[src/hw/rtl/gshc_pkg.sv]
// ---------------------------------------------------------------------------
// gshc_pkg
// Types, codes and table functions of the heater cycle reader.
// ---------------------------------------------------------------------------
package gshc_pkg;

	// item kinds
	localparam logic [1:0] FUNC_TICK   = 2'd0;
	localparam logic [1:0] FUNC_SAMPLE = 2'd1;
	localparam logic [1:0] FUNC_CAL    = 2'd2;

	// result events
	localparam logic [2:0] EV_NONE    = 3'd0;
	localparam logic [2:0] EV_READING = 3'd1;
	localparam logic [2:0] EV_NOSAMP  = 3'd2;
	localparam logic [2:0] EV_OPEN    = 3'd3;
	localparam logic [2:0] EV_NOCAL   = 3'd4;

	// register indexes
	localparam logic [2:0] REG_HIGH_PHASE = 3'd0;
	localparam logic [2:0] REG_LOW_PHASE  = 3'd1;
	localparam logic [2:0] REG_WINDOW     = 3'd2;
	localparam logic [2:0] REG_LOW_DUTY   = 3'd3;
	localparam logic [2:0] REG_R0_START   = 3'd4;
	localparam logic [2:0] REG_CLEAN_RAT  = 3'd5;

	localparam int unsigned PE_MAX     = 131071;
	localparam int unsigned SUM_MAX    = 33554431;
	localparam int unsigned RS_MAX     = 8388607;
	localparam int unsigned R0_MAX     = 262143;
	localparam int unsigned RATIO_MAX  = 16777215;
	localparam int unsigned PPM_MAX    = 40000;
	localparam int unsigned FULL_DUTY  = 4095;
	localparam int unsigned LOG2_A_Q16 = 652207;
	localparam int unsigned B_MAG_Q16  = 99484;
	localparam int unsigned K_N        = 45500;
	localparam int unsigned K_S        = 11;
	localparam int unsigned K_NUM      = 300000;
	localparam int unsigned K_DEN      = 341;
	localparam int unsigned OPEN_MEAN  = 9;
	localparam int unsigned TAB_W      = 18;

	typedef enum logic [3:0] {
		ST_IDLE, ST_EVAL, ST_MUL_A, ST_MUL_B, ST_DIV_RS, ST_RS, ST_DIV_R0,
		ST_DIV_RT, ST_NORM, ST_LOG_A, ST_LOG_B, ST_SCALE, ST_EXP_A, ST_EXP_B,
		ST_EMIT
	} gshc_state_t;

	// fraction of log2(x/65536), x in [65536,131071], by repeated squaring
	function automatic logic [15:0] log2_frac(input longint unsigned x);
		longint unsigned y;
		logic [15:0]     r;
		y = x;
		r = '0;
		for (int k = 0; k < 16; k++) begin
			y = (y * y) >> 16;
			if (y >= 64'd131072) begin
				y = y >> 1;
				r[15-k] = 1'b1;
			end
		end
		return r;
	endfunction

	function automatic logic [TAB_W-1:0] log_entry(input longint unsigned t, input bit last);
		if (last)
			return TAB_W'(65536);
		return TAB_W'(log2_frac(64'd65536 + t));
	endfunction

	function automatic logic [TAB_W-1:0] exp_entry(input longint unsigned t, input bit last);
		longint unsigned lo;
		longint unsigned hi;
		longint unsigned mid;
		lo = 65536;
		hi = 131071;
		if (last)
			return TAB_W'(131072);
		while (lo < hi) begin
			mid = lo + ((hi - lo + 1) >> 1);
			if (64'(log2_frac(mid)) <= t)
				lo = mid;
			else
				hi = mid - 1;
		end
		return TAB_W'(lo);
	endfunction

endpackage

[src/hw/rtl/gshc_div.sv]
// ---------------------------------------------------------------------------
// gshc_div
// Bit-serial restoring divider, one quotient bit per cycle.
// ---------------------------------------------------------------------------
module gshc_div import gshc_pkg::*; #(
	parameter int DVD_W = 48,
	parameter int DVS_W = 36
) (
	input  logic             clk,
	input  logic             arst_n,
	input  logic             start,
	input  logic [DVD_W-1:0] dividend,
	input  logic [DVS_W-1:0] divisor,
	output logic             done,
	output logic [DVD_W-1:0] quotient
);

	localparam int CW = $clog2(DVD_W + 1);

	logic [DVD_W-1:0] dvd_q;
	logic [DVS_W-1:0] rem_q;
	logic [DVS_W-1:0] dvs_q;
	logic [CW-1:0]    cnt_q;
	logic             busy_q;
	logic             done_q;
	logic [DVS_W:0]   trial;
	logic [DVS_W:0]   diff;
	logic             ge;

	assign trial = {rem_q, dvd_q[DVD_W-1]};
	assign diff  = trial - {1'b0, dvs_q};
	assign ge    = trial >= {1'b0, dvs_q};

	always_ff @(posedge clk or negedge arst_n) begin
		if (!arst_n) begin
			busy_q <= 1'b0;
			done_q <= 1'b0;
			cnt_q  <= '0;
		end else begin
			done_q <= 1'b0;
			if (start) begin
				busy_q <= 1'b1;
				cnt_q  <= CW'(DVD_W);
			end else if (busy_q) begin
				cnt_q <= cnt_q - 1'b1;
				if (cnt_q == CW'(1)) begin
					busy_q <= 1'b0;
					done_q <= 1'b1;
				end
			end
		end
	end

	always_ff @(posedge clk) begin
		if (start) begin
			dvd_q <= dividend;
			dvs_q <= divisor;
			rem_q <= '0;
		end else if (busy_q) begin
			rem_q <= ge ? diff[DVS_W-1:0] : trial[DVS_W-1:0];
			dvd_q <= {dvd_q[DVD_W-2:0], ge};
		end
	end

	assign done     = done_q;
	assign quotient = dvd_q;

endmodule

[src/hw/rtl/gas_sensor_heater_cycle_reader.sv]
// ---------------------------------------------------------------------------
// gas_sensor_heater_cycle_reader
// Heater cycle sequencer, window averager and CO estimate in tenths of ppm.
// ---------------------------------------------------------------------------
// Sequence: a tick, sample or calibration request is taken in idle, evaluated and then
//   loaded into the output register; a cycle end with a valid reading also runs up to
//   three serial divisions, a normalize loop, log2 and exp2 interpolation and a scale
//   step before the result is loaded; the divisions set the long case.
// Items are taken one at a time: the next only once the result is loaded into the output.
// Reset: arst_n clears counters and output valid, starts the full phase, loads defaults.
module gas_sensor_heater_cycle_reader import gshc_pkg::*; #(
	parameter int MAX_SAMPLES    = 8191,
	parameter int LOG_TABLE_SIZE = 64
) (
	input  logic         clk,
	input  logic         arst_n,
	// slave side
	input  logic         s_tvalid,
	output logic         s_tready,
	input  logic [15:0]  s_tdata,   // [11:0] adc_value, [15:12] zero
	input  logic [1:0]   s_tuser,   // [1:0] func
	// master side
	output logic         m_tvalid,
	input  logic         m_tready,
	output logic [103:0] m_tdata,   // [0] heater_full, [12:1] heater_duty, [13] led_on,
	                                // [29:14] ppm_tenths, [52:30] rs_ohms,
	                                // [70:53] r0_ohms, [71] cal_done, [103:72] cycle_total
	output logic [2:0]   m_tuser,   // [2:0] event_res
	// configuration
	input  logic         cfg_we,
	input  logic [2:0]   cfg_addr,
	input  logic [17:0]  cfg_wdata
);

	localparam int CNT_W  = $clog2(MAX_SAMPLES + 1);
	localparam int DIFF_W = CNT_W + 16;
	localparam int NUM_W  = DIFF_W + 19;
	localparam int DEN_W  = 34;
	localparam int DVD_W  = (NUM_W + 2 > 40) ? NUM_W + 2 : 40;
	localparam int DVS_W  = 36;
	localparam int TAB_AW = $clog2(LOG_TABLE_SIZE + 1);
	localparam int POS_W  = 16 + TAB_AW;

	// configuration registers
	logic [16:0] high_phase_q, low_phase_q, window_q;
	logic [11:0] low_duty_q, clean_ratio_q;

	// block state
	gshc_state_t state_q, state_d;
	logic             full_q;
	logic [16:0]      pe_q;
	logic [24:0]      sum_q;
	logic [CNT_W-1:0] total_q;
	logic [31:0]      cycles_q;
	logic             cal_pend_q;
	logic [17:0]      ref_q;

	// item and working registers
	logic [1:0]       func_q;
	logic [11:0]      adc_q;
	logic [CNT_W-1:0] n_q;
	logic [24:0]      s_q;
	logic [DIFF_W-1:0] diff_q;
	logic [22:0]      rs_q;
	logic [23:0]      norm_q;
	logic [4:0]       shcnt_q;
	logic [TAB_W-1:0] lerp_a_q;
	logic [33:0]      lerp_p_q;
	logic signed [39:0] scl_q;
	logic [20:0]      e_q;

	// result
	logic [2:0]  res_ev_q;
	logic [15:0] res_ppm_q;
	logic [22:0] res_rs_q;
	logic        res_cal_q;

	logic         m_tvalid_q;
	logic [103:0] m_tdata_q;
	logic [2:0]   m_tuser_q;

	// ---------------------------------------------------------------------
	// Item evaluation terms
	// ---------------------------------------------------------------------
	logic [16:0] pe_inc;
	logic [16:0] thr;
	logic        cyc_end;
	logic        in_window;
	logic [25:0] sum_add;
	logic        reading;

	assign pe_inc    = (pe_q < 17'(PE_MAX)) ? pe_q + 17'd1 : pe_q;
	assign thr       = (window_q < low_phase_q) ? low_phase_q - window_q : '0;
	assign cyc_end   = (func_q == FUNC_TICK) && !full_q && (pe_inc >= low_phase_q);
	assign in_window = !full_q && (pe_q >= thr) && (32'(total_q) < 32'(MAX_SAMPLES));
	assign sum_add   = {1'b0, sum_q} + 26'(adc_q);
	assign reading   = (total_q != '0) && (32'(sum_q) >= 32'(OPEN_MEAN) * 32'(total_q));

	// ---------------------------------------------------------------------
	// Divider operands
	// ---------------------------------------------------------------------
	logic             div_start;
	logic             div_done;
	logic [DVD_W-1:0] div_dvd;
	logic [DVS_W-1:0] div_dvs;
	logic [DVD_W-1:0] div_quot;
	logic [NUM_W-1:0] num_w;
	logic [DEN_W-1:0] den_w;
	logic [11:0]      c_w;

	assign num_w = NUM_W'(K_NUM) * NUM_W'(diff_q);
	assign den_w = DEN_W'(K_DEN) * DEN_W'(s_q);
	assign c_w   = (clean_ratio_q == '0) ? 12'd1 : clean_ratio_q;

	always_comb begin
		div_dvd = DVD_W'({rs_q, 16'd0});
		div_dvs = DVS_W'(ref_q);
		if (state_q == ST_MUL_B) begin
			div_dvd = DVD_W'({num_w, 1'b0}) + DVD_W'(den_w);
			div_dvs = DVS_W'({den_w, 1'b0});
		end else if (cal_pend_q) begin
			div_dvd = DVD_W'({rs_q, 5'd0}) + DVD_W'(c_w);
			div_dvs = DVS_W'({c_w, 1'b0});
		end
	end

	gshc_div #(.DVD_W(DVD_W), .DVS_W(DVS_W)) u_div (
		.clk      (clk),
		.arst_n   (arst_n),
		.start    (div_start),
		.dividend (div_dvd),
		.divisor  (div_dvs),
		.done     (div_done),
		.quotient (div_quot)
	);

	// ---------------------------------------------------------------------
	// log2 / exp2 tables with shared interpolation
	// ---------------------------------------------------------------------
	logic [TAB_W-1:0] log_tab [0:LOG_TABLE_SIZE];
	logic [TAB_W-1:0] exp_tab [0:LOG_TABLE_SIZE];

	for (genvar g = 0; g <= LOG_TABLE_SIZE; g++) begin : g_tab
		localparam longint unsigned T = (longint'(g) * 65536) / LOG_TABLE_SIZE;
		localparam logic [TAB_W-1:0] LV = log_entry(T, g == LOG_TABLE_SIZE);
		localparam logic [TAB_W-1:0] EV = exp_entry(T, g == LOG_TABLE_SIZE);
		assign log_tab[g] = LV;
		assign exp_tab[g] = EV;
	end

	logic [15:0]       lerp_frac;
	logic [POS_W-1:0]  lerp_pos;
	logic [TAB_AW-1:0] lerp_idx;
	logic [TAB_W-1:0]  lerp_a, lerp_b;
	logic [TAB_W-1:0]  lerp_out;

	assign lerp_frac = (state_q == ST_LOG_A) ? norm_q[22:7] : e_q[15:0];
	assign lerp_pos  = POS_W'(lerp_frac) * POS_W'(LOG_TABLE_SIZE);

	always_comb begin
		lerp_idx = lerp_pos[POS_W-1:16];
		if (32'(lerp_idx) >= 32'(LOG_TABLE_SIZE))
			lerp_idx = TAB_AW'(LOG_TABLE_SIZE - 1);
		if (state_q == ST_LOG_A) begin
			lerp_a = log_tab[lerp_idx];
			lerp_b = log_tab[lerp_idx + 1'b1];
		end else begin
			lerp_a = exp_tab[lerp_idx];
			lerp_b = exp_tab[lerp_idx + 1'b1];
		end
		if (lerp_b < lerp_a)
			lerp_b = lerp_a;
	end

	assign lerp_out = lerp_a_q + TAB_W'(lerp_p_q[33:16]);

	// log2 of ratio in Q16, then scaled by the exponent magnitude
	logic signed [5:0]  int_part;
	logic signed [21:0] lq;
	assign int_part = 6'sd7 - $signed({1'b0, shcnt_q});
	assign lq       = $signed({int_part, 16'd0}) + $signed(22'(lerp_out));

	// truncate toward zero, then E = log2(A) - B*L
	logic signed [39:0] scl_trunc;
	logic signed [39:0] e_full;
	assign scl_trunc = (scl_q + (scl_q[39] ? 40'sd65535 : 40'sd0)) >>> 16;
	assign e_full    = 40'(LOG2_A_Q16) - scl_trunc;

	logic [33:0] exp_v;
	logic [16:0] exp_r;
	assign exp_v = 34'(lerp_out) << e_q[20:16];
	assign exp_r = 17'((exp_v + 34'd65536) >> 17);

	// ---------------------------------------------------------------------
	// Sequencer: next state
	// ---------------------------------------------------------------------
	logic out_load;

	always_comb begin
		state_d = state_q;
		unique case (state_q)
			ST_IDLE:   if (s_tvalid) state_d = ST_EVAL;
			ST_EVAL:   state_d = (cyc_end && reading) ? ST_MUL_A : ST_EMIT;
			ST_MUL_A:  state_d = ST_MUL_B;
			ST_MUL_B:  state_d = ST_DIV_RS;
			ST_DIV_RS: if (div_done) state_d = ST_RS;
			ST_RS: begin
				if (cal_pend_q)
					state_d = ST_DIV_R0;
				else if (ref_q == '0)
					state_d = ST_EMIT;
				else
					state_d = ST_DIV_RT;
			end
			ST_DIV_R0: if (div_done) state_d = ST_RS;
			ST_DIV_RT: if (div_done) state_d = ST_NORM;
			ST_NORM:   if (norm_q[23]) state_d = ST_LOG_A;
			ST_LOG_A:  state_d = ST_LOG_B;
			ST_LOG_B:  state_d = ST_SCALE;
			ST_SCALE: begin
				if (e_full >= 40'sd1048576 || e_full < -40'sd65536)
					state_d = ST_EMIT;
				else
					state_d = ST_EXP_A;
			end
			ST_EXP_A:  state_d = ST_EXP_B;
			ST_EXP_B:  state_d = ST_EMIT;
			ST_EMIT:   if (out_load) state_d = ST_IDLE;
			default:   state_d = ST_IDLE;
		endcase
	end

	// Sequencer: strobes
	always_comb begin
		s_tready  = (state_q == ST_IDLE);
		out_load  = (state_q == ST_EMIT) && (!m_tvalid_q || m_tready);
		div_start = (state_q == ST_MUL_B) ||
		            ((state_q == ST_RS) && (cal_pend_q || (ref_q != '0)));
	end

	always_ff @(posedge clk or negedge arst_n) begin
		if (!arst_n)
			state_q <= ST_IDLE;
		else
			state_q <= state_d;
	end

	// ---------------------------------------------------------------------
	// Configuration and block state
	// ---------------------------------------------------------------------
	always_ff @(posedge clk or negedge arst_n) begin
		if (!arst_n) begin
			high_phase_q  <= 17'd60000;
			low_phase_q   <= 17'd90000;
			window_q      <= 17'd5000;
			low_duty_q    <= 12'd321;
			clean_ratio_q <= 12'd440;
			full_q        <= 1'b1;
			pe_q          <= '0;
			sum_q         <= '0;
			total_q       <= '0;
			cycles_q      <= '0;
			cal_pend_q    <= 1'b0;
			ref_q         <= '0;
		end else begin
			if (cfg_we) begin
				unique case (cfg_addr)
					REG_HIGH_PHASE: high_phase_q  <= cfg_wdata[16:0];
					REG_LOW_PHASE:  low_phase_q   <= cfg_wdata[16:0];
					REG_WINDOW:     window_q      <= cfg_wdata[16:0];
					REG_LOW_DUTY:   low_duty_q    <= cfg_wdata[11:0];
					REG_R0_START:   ref_q         <= cfg_wdata;
					REG_CLEAN_RAT:  clean_ratio_q <= cfg_wdata[11:0];
					default: ;
				endcase
			end
			if (state_q == ST_EVAL) begin
				case (func_q)
					FUNC_TICK: begin
						if (full_q ? (pe_inc >= high_phase_q) : cyc_end) begin
							// phase change: restart the window
							full_q  <= !full_q;
							pe_q    <= '0;
							sum_q   <= '0;
							total_q <= '0;
							if (!full_q)
								cycles_q <= cycles_q + 32'd1;
						end else begin
							pe_q <= pe_inc;
						end
					end
					FUNC_SAMPLE: begin
						if (in_window) begin
							total_q <= total_q + 1'b1;
							sum_q   <= sum_add[25] ? 25'(SUM_MAX) : sum_add[24:0];
						end
					end
					FUNC_CAL: cal_pend_q <= 1'b1;
					default: ;
				endcase
			end
			// store the new reference
			if (state_q == ST_DIV_R0 && div_done) begin
				cal_pend_q <= 1'b0;
				if (div_quot > DVD_W'(R0_MAX))
					ref_q <= 18'(R0_MAX);
				else if (div_quot == '0)
					ref_q <= 18'd1;
				else
					ref_q <= div_quot[17:0];
			end
		end
	end

	// ---------------------------------------------------------------------
	// Working registers and result
	// ---------------------------------------------------------------------
	always_ff @(posedge clk) begin
		case (state_q)
			ST_IDLE: begin
				func_q <= s_tuser;
				adc_q  <= s_tdata[11:0];
			end
			ST_EVAL: begin
				n_q       <= total_q;
				s_q       <= sum_q;
				res_ev_q  <= EV_NONE;
				res_ppm_q <= '0;
				res_rs_q  <= '0;
				res_cal_q <= 1'b0;
				if (cyc_end)
					res_ev_q <= (total_q == '0) ? EV_NOSAMP :
					            (reading ? EV_NONE : EV_OPEN);
			end
			ST_MUL_A:
				diff_q <= DIFF_W'(K_N) * DIFF_W'(n_q) - DIFF_W'(K_S) * DIFF_W'(s_q);
			ST_DIV_RS:
				if (div_done)
					rs_q <= (div_quot > DVD_W'(RS_MAX)) ? 23'(RS_MAX) : div_quot[22:0];
			ST_RS:
				if (!cal_pend_q) begin
					res_rs_q <= rs_q;
					res_ev_q <= (ref_q == '0) ? EV_NOCAL : EV_READING;
				end
			ST_DIV_R0:
				if (div_done)
					res_cal_q <= 1'b1;
			ST_DIV_RT:
				if (div_done) begin
					shcnt_q <= '0;
					if (div_quot > DVD_W'(RATIO_MAX))
						norm_q <= 24'(RATIO_MAX);
					else if (div_quot == '0)
						norm_q <= 24'd1;
					else
						norm_q <= div_quot[23:0];
				end
			ST_NORM:
				// find the leading one, one place per cycle
				if (!norm_q[23]) begin
					norm_q  <= {norm_q[22:0], 1'b0};
					shcnt_q <= shcnt_q + 5'd1;
				end
			ST_LOG_A, ST_EXP_A: begin
				lerp_a_q <= lerp_a;
				lerp_p_q <= 34'(lerp_b - lerp_a) * 34'(lerp_pos[15:0]);
			end
			ST_LOG_B:
				scl_q <= $signed(40'(B_MAG_Q16)) * 40'(lq);
			ST_SCALE: begin
				e_q <= 21'(e_full + 40'sd65536);
				if (e_full >= 40'sd1048576)
					res_ppm_q <= 16'(PPM_MAX);
				else if (e_full < -40'sd65536)
					res_ppm_q <= '0;
			end
			ST_EXP_B:
				res_ppm_q <= (exp_r > 17'(PPM_MAX)) ? 16'(PPM_MAX) : exp_r[15:0];
			default: ;
		endcase
	end

	// ---------------------------------------------------------------------
	// Output register: hold until the transaction completes
	// ---------------------------------------------------------------------
	always_ff @(posedge clk or negedge arst_n) begin
		if (!arst_n)
			m_tvalid_q <= 1'b0;
		else if (out_load)
			m_tvalid_q <= 1'b1;
		else if (m_tready)
			m_tvalid_q <= 1'b0;
	end

	always_ff @(posedge clk) begin
		if (out_load) begin
			m_tdata_q <= {cycles_q, res_cal_q, ref_q, res_rs_q, res_ppm_q, full_q,
			              (full_q ? 12'(FULL_DUTY) : low_duty_q), full_q};
			m_tuser_q <= res_ev_q;
		end
	end

	assign m_tvalid = m_tvalid_q;
	assign m_tdata  = m_tdata_q;
	assign m_tuser  = m_tuser_q;

endmodule

[config.mk]
export PLATFORM = sky130hd
export DESIGN_NAME = gas_sensor_heater_cycle_reader
export DESIGN_NICKNAME = d
export VERILOG_FILES = /design/src/hw/rtl/gshc_pkg.sv /design/src/hw/rtl/gshc_div.sv /design/src/hw/rtl/gas_sensor_heater_cycle_reader.sv
export SDC_FILE = /design/constraint.sdc
export NUM_CORES = 2
export LEC_CHECK = 0
export BUFFER_PORTS_ARGS = -buffer_cell sky130_fd_sc_hd__buf_2
export CAP_MARGIN = 20
export CORE_MARGIN = 2
export CORE_UTILIZATION = 65
export DETAILED_ROUTE_END_ITERATION = 16
export PLACE_DENSITY = 0.82
export SLEW_MARGIN = 20
export SYNTH_ARGS = -nofsm -noshare
export SYNTH_HDL_FRONTEND = slang
export SYNTH_SLANG_ARGS = --single-unit
export TNS_END_PERCENT = 100
[constraint.sdc]
create_clock -name clk -period 18.65 [get_ports clk]
set_clock_uncertainty 0.1 [all_clocks]
set_input_delay 3.73 -clock clk [delete_from_list [all_inputs] [get_ports clk]]
set_output_delay 3.73 -clock clk [all_outputs]
set_load 0.02 [all_outputs]
==> impl_metrics.csv <==
group,metric,value,unit
yosys,syn_nets,9425,
worst_setup_path,cpMostUsedCell,"a21oi_1",
worst_setup_path,cp.arrival,17090,ps
yosys,synth_fa_ha_area_share,30.43,%
clocking,cts_resized,0,
floorplanning,initial_core_util,65.41,%
yosys,synth_top_family_by_area,"adder cells",
sta,finalSetupTns,0,ps
clocking,htreeDepth,3,
floorplanning,die_x,340.2,um
yosys,postSynthCellCount,7950,
global_route,grt_max_degree,80,
min_path,hp-start,"res_rs_q[11]",
placed_design,place_ws,2369,ps
finish,final_cell_mix,"inv_1, ha_1, nand2_1",
sta,hold_viol_final,0,
detailed_routing,drt_iter0_markers,7117,
sta,timing.fmax,0.05953,GHz
detailed_routing,route.vias.total,60550,
clocking,cts.clk_slew.worst_paths,60,ps
detailed_routing,ant_nets,0,
clocking,hold_buffers,0,
sta,tightest_slew,1075,ps
yosys,synth_simple_gate_area_share,13.74,%
worst_setup_path,cp-end-kind,"flop",
finish,syn_to_final_growth,6.983,%
finish,final_common_cell,"inv_1",
clocking,numCtsBuffers,77,
worst_setup_path,critical_path_peak_fanout,47,
sta,period_share,90.07,%
placed_design,dpl.hpwl,155200,um
detailed_routing,drcViolationCount,0,
placed_design,io_buffers,148,
sta,final_max_slew_viol_count,0,
floorplanning,design.core.area,0.1123,mm^2
floorplanning,fp.dieH,340.2,um
yosys,yosys_warnings,0,
worst_setup_path,crit_start,"state_q[3]",
yosys,synth_cell_types,112,
sta,setup-violations-final,0,
detailed_routing,wirelength,203000,um
clocking,clock_sinks,692,
worst_setup_path,critPathKind,"flop to flop",
sta,whs,319.6,ps
clocking,cts_tree,"yes",
min_path,hold_path.class,"flop to flop",
finish,fillCellCount,8272,
global_route,grt_overflow,0,
finish,multi_input_area,0.04883,mm^2
finish,regArea,0.01948,mm^2
job,cap_viol_max_count,0,
sta,relSlewSlack,27.81,%
finish,fin_nets,9451,
worst_setup_path,worst_setup_path_start_kind,"flop",
global_route,grt.total_usage,34.87,%
global_route,first_global_vias,59700,
clocking,cts_setup_buffers,0,
clocking,cts_buffer_depth,3,
worst_setup_path,critPathSlowestCell,"dfrtp_1",
yosys,synth_compound_area_share,15.58,%
global_route,grt_pass1_wl,322300,um
sta,worst_slack,1852,ps
floorplanning,dieArea,0.1158,mm^2
worst_setup_path,r2r_start,"state_q[3]",
detailed_routing,dr.pass1.iters,7,
yosys,ys_seq_elements,692,
sta,rsz0062_at_grt,"no",
detailed_routing,wl_per_cell,21.28,um
global_route,antenna_found_initial,11,
floorplanning,fp-row-count,123,
finish,fin_util,69.97,%
finish,drive_above_1_share,7.400,%
yosys,ys_seq_area_share,26.51,%
yosys,synth_ff_type,"edfxtp_1",
clocking,cts_root_buffer,"clkbuf_16",
worst_setup_path,worstPathRequired,18950,ps
yosys,synthXorXnorAreaFrac,4.810,%
sta,min_period,16800,ps
clocking,clkLatencyLatePin,680,ps
yosys,netlist_area,0.07348,mm^2
yosys,synth_edf_count,461,
yosys,avgSynthCellArea,9.243,um^2
yosys,yosys-mux-area-fraction,1.563,%
floorplanning,io-pin-count,153,
yosys,async_reset_ff_share,28.18,%
placed_design,gp_congestion,1.002,
outcome,outcome,"finished, final reports clean",
detailed_routing,via_per_inst,6.344,
worst_setup_path,cp_slowest_stage_delay,650,ps
==> cell families after synthesis <==
logic type / count (synthesis)
DFF: 692
AOI/OAI and AO/OA: 1777
muxes: 99
adders and majority gates: 1431
and+or+nand+nor: 2116
xor gates and xnor gates: 401
buffers and inverters: 1434
==> flip-flops by register name, summed over array words and instances, names as in the netlist, 24 cells and up <==
name,cells
cycles_q,32
diff_q,29
m_tdata,103
norm_q,24
s_q,25
scl_q,38
sum_q,25
u_div.dvs_q,35
u_div.quotient,50
u_div.rem_q,36
==> final cells by class <==
type / count / area share (%)
timing repair buffer: 253 / 1.972
clock buffer: 100 / 2.718
inverter: 1128 / 5.386
antenna: 3 / 0.009550
tap: 1500 / 2.387
clock inverter: 43 / 0.6335
sequential: 692 / 24.78
multi-input combinational: 5824 / 62.11
==> cells in the mapped netlist (71+ instances only) <==
master | number | area share (%)
a211oi_1 | 115 | 1.2
a21o_1 | 108 | 1.1
a21oi_1 | 400 | 2.7
a31oi_1 | 71 | 0.60
and3_1 | 82 | 0.70
clkbuf_1 | 248 | 1.3
dfrtp_1 | 165 | 5.6
edfxtp_1 | 461 | 19
fa_1 | 594 | 16
ha_1 | 837 | 14
inv_1 | 1122 | 5.7
nand2_1 | 614 | 3.1
nand2b_1 | 86 | 0.73
nand3_1 | 188 | 1.3
nor2_1 | 564 | 2.9
nor3_1 | 154 | 1.0
o211ai_1 | 83 | 0.85
o21a_1 | 84 | 0.86
o21ai_0 | 496 | 3.4
xnor2_1 | 270 | 3.2
xor2_1 | 128 | 1.5
==> through the flow <==
stage,instance area [um^2],cells
2_1_floorplan,73480,7950
3_3_place_gp,75940,9396
3_5_place_dp,75940,9396
4_1_cts,78580,9539
5_1_grt,78610,9541
6_report,78610,9543
==> per-layer routing <==
| layer | global-route usage (%) | part of all wire, % | vias to the layer above |
|---|---|---|---|
| li1 | - | - | 27570 |
| met3 | 7.093 | 11 | 488 |
| met1 | 49.22 | 41 | 29340 |
| met4 | 10.37 | 3.2 | 6 |
| met2 | 54.63 | 45 | 3144 |
| met5 | 0 | 0.018 | - |
==> path summary, 6_finish.rpt <==
path,depth (start not counted),endpoint,slack [ps]
max in group asynchronous,2,u_div.busy_q,14120
min,0,m_tdata[41],320
min reg2reg,0,m_tdata[41],320
max reg2reg,62,lerp_p_q[33],1850
min in group asynchronous,1,cycles_q[23],2900
max,62,lerp_p_q[33],1850
==> critical path: cells and delay by family, from the launching register on <==
family                   cells  cell delay [ps]
AO/OA/AOI/OAI               27             5750
XOR/XNOR                     2              580
adder cells (fa/ha/maj)      9             3820
buffers and inverters        7             1490
flip-flops                   1              650
multiplexers                 3             1430
AND/OR/NAND/NOR             14             2630
Power is left out: the tool's default activity adds up to more than one toggle a clock period on the data nets, which glitch-free logic cannot reach.
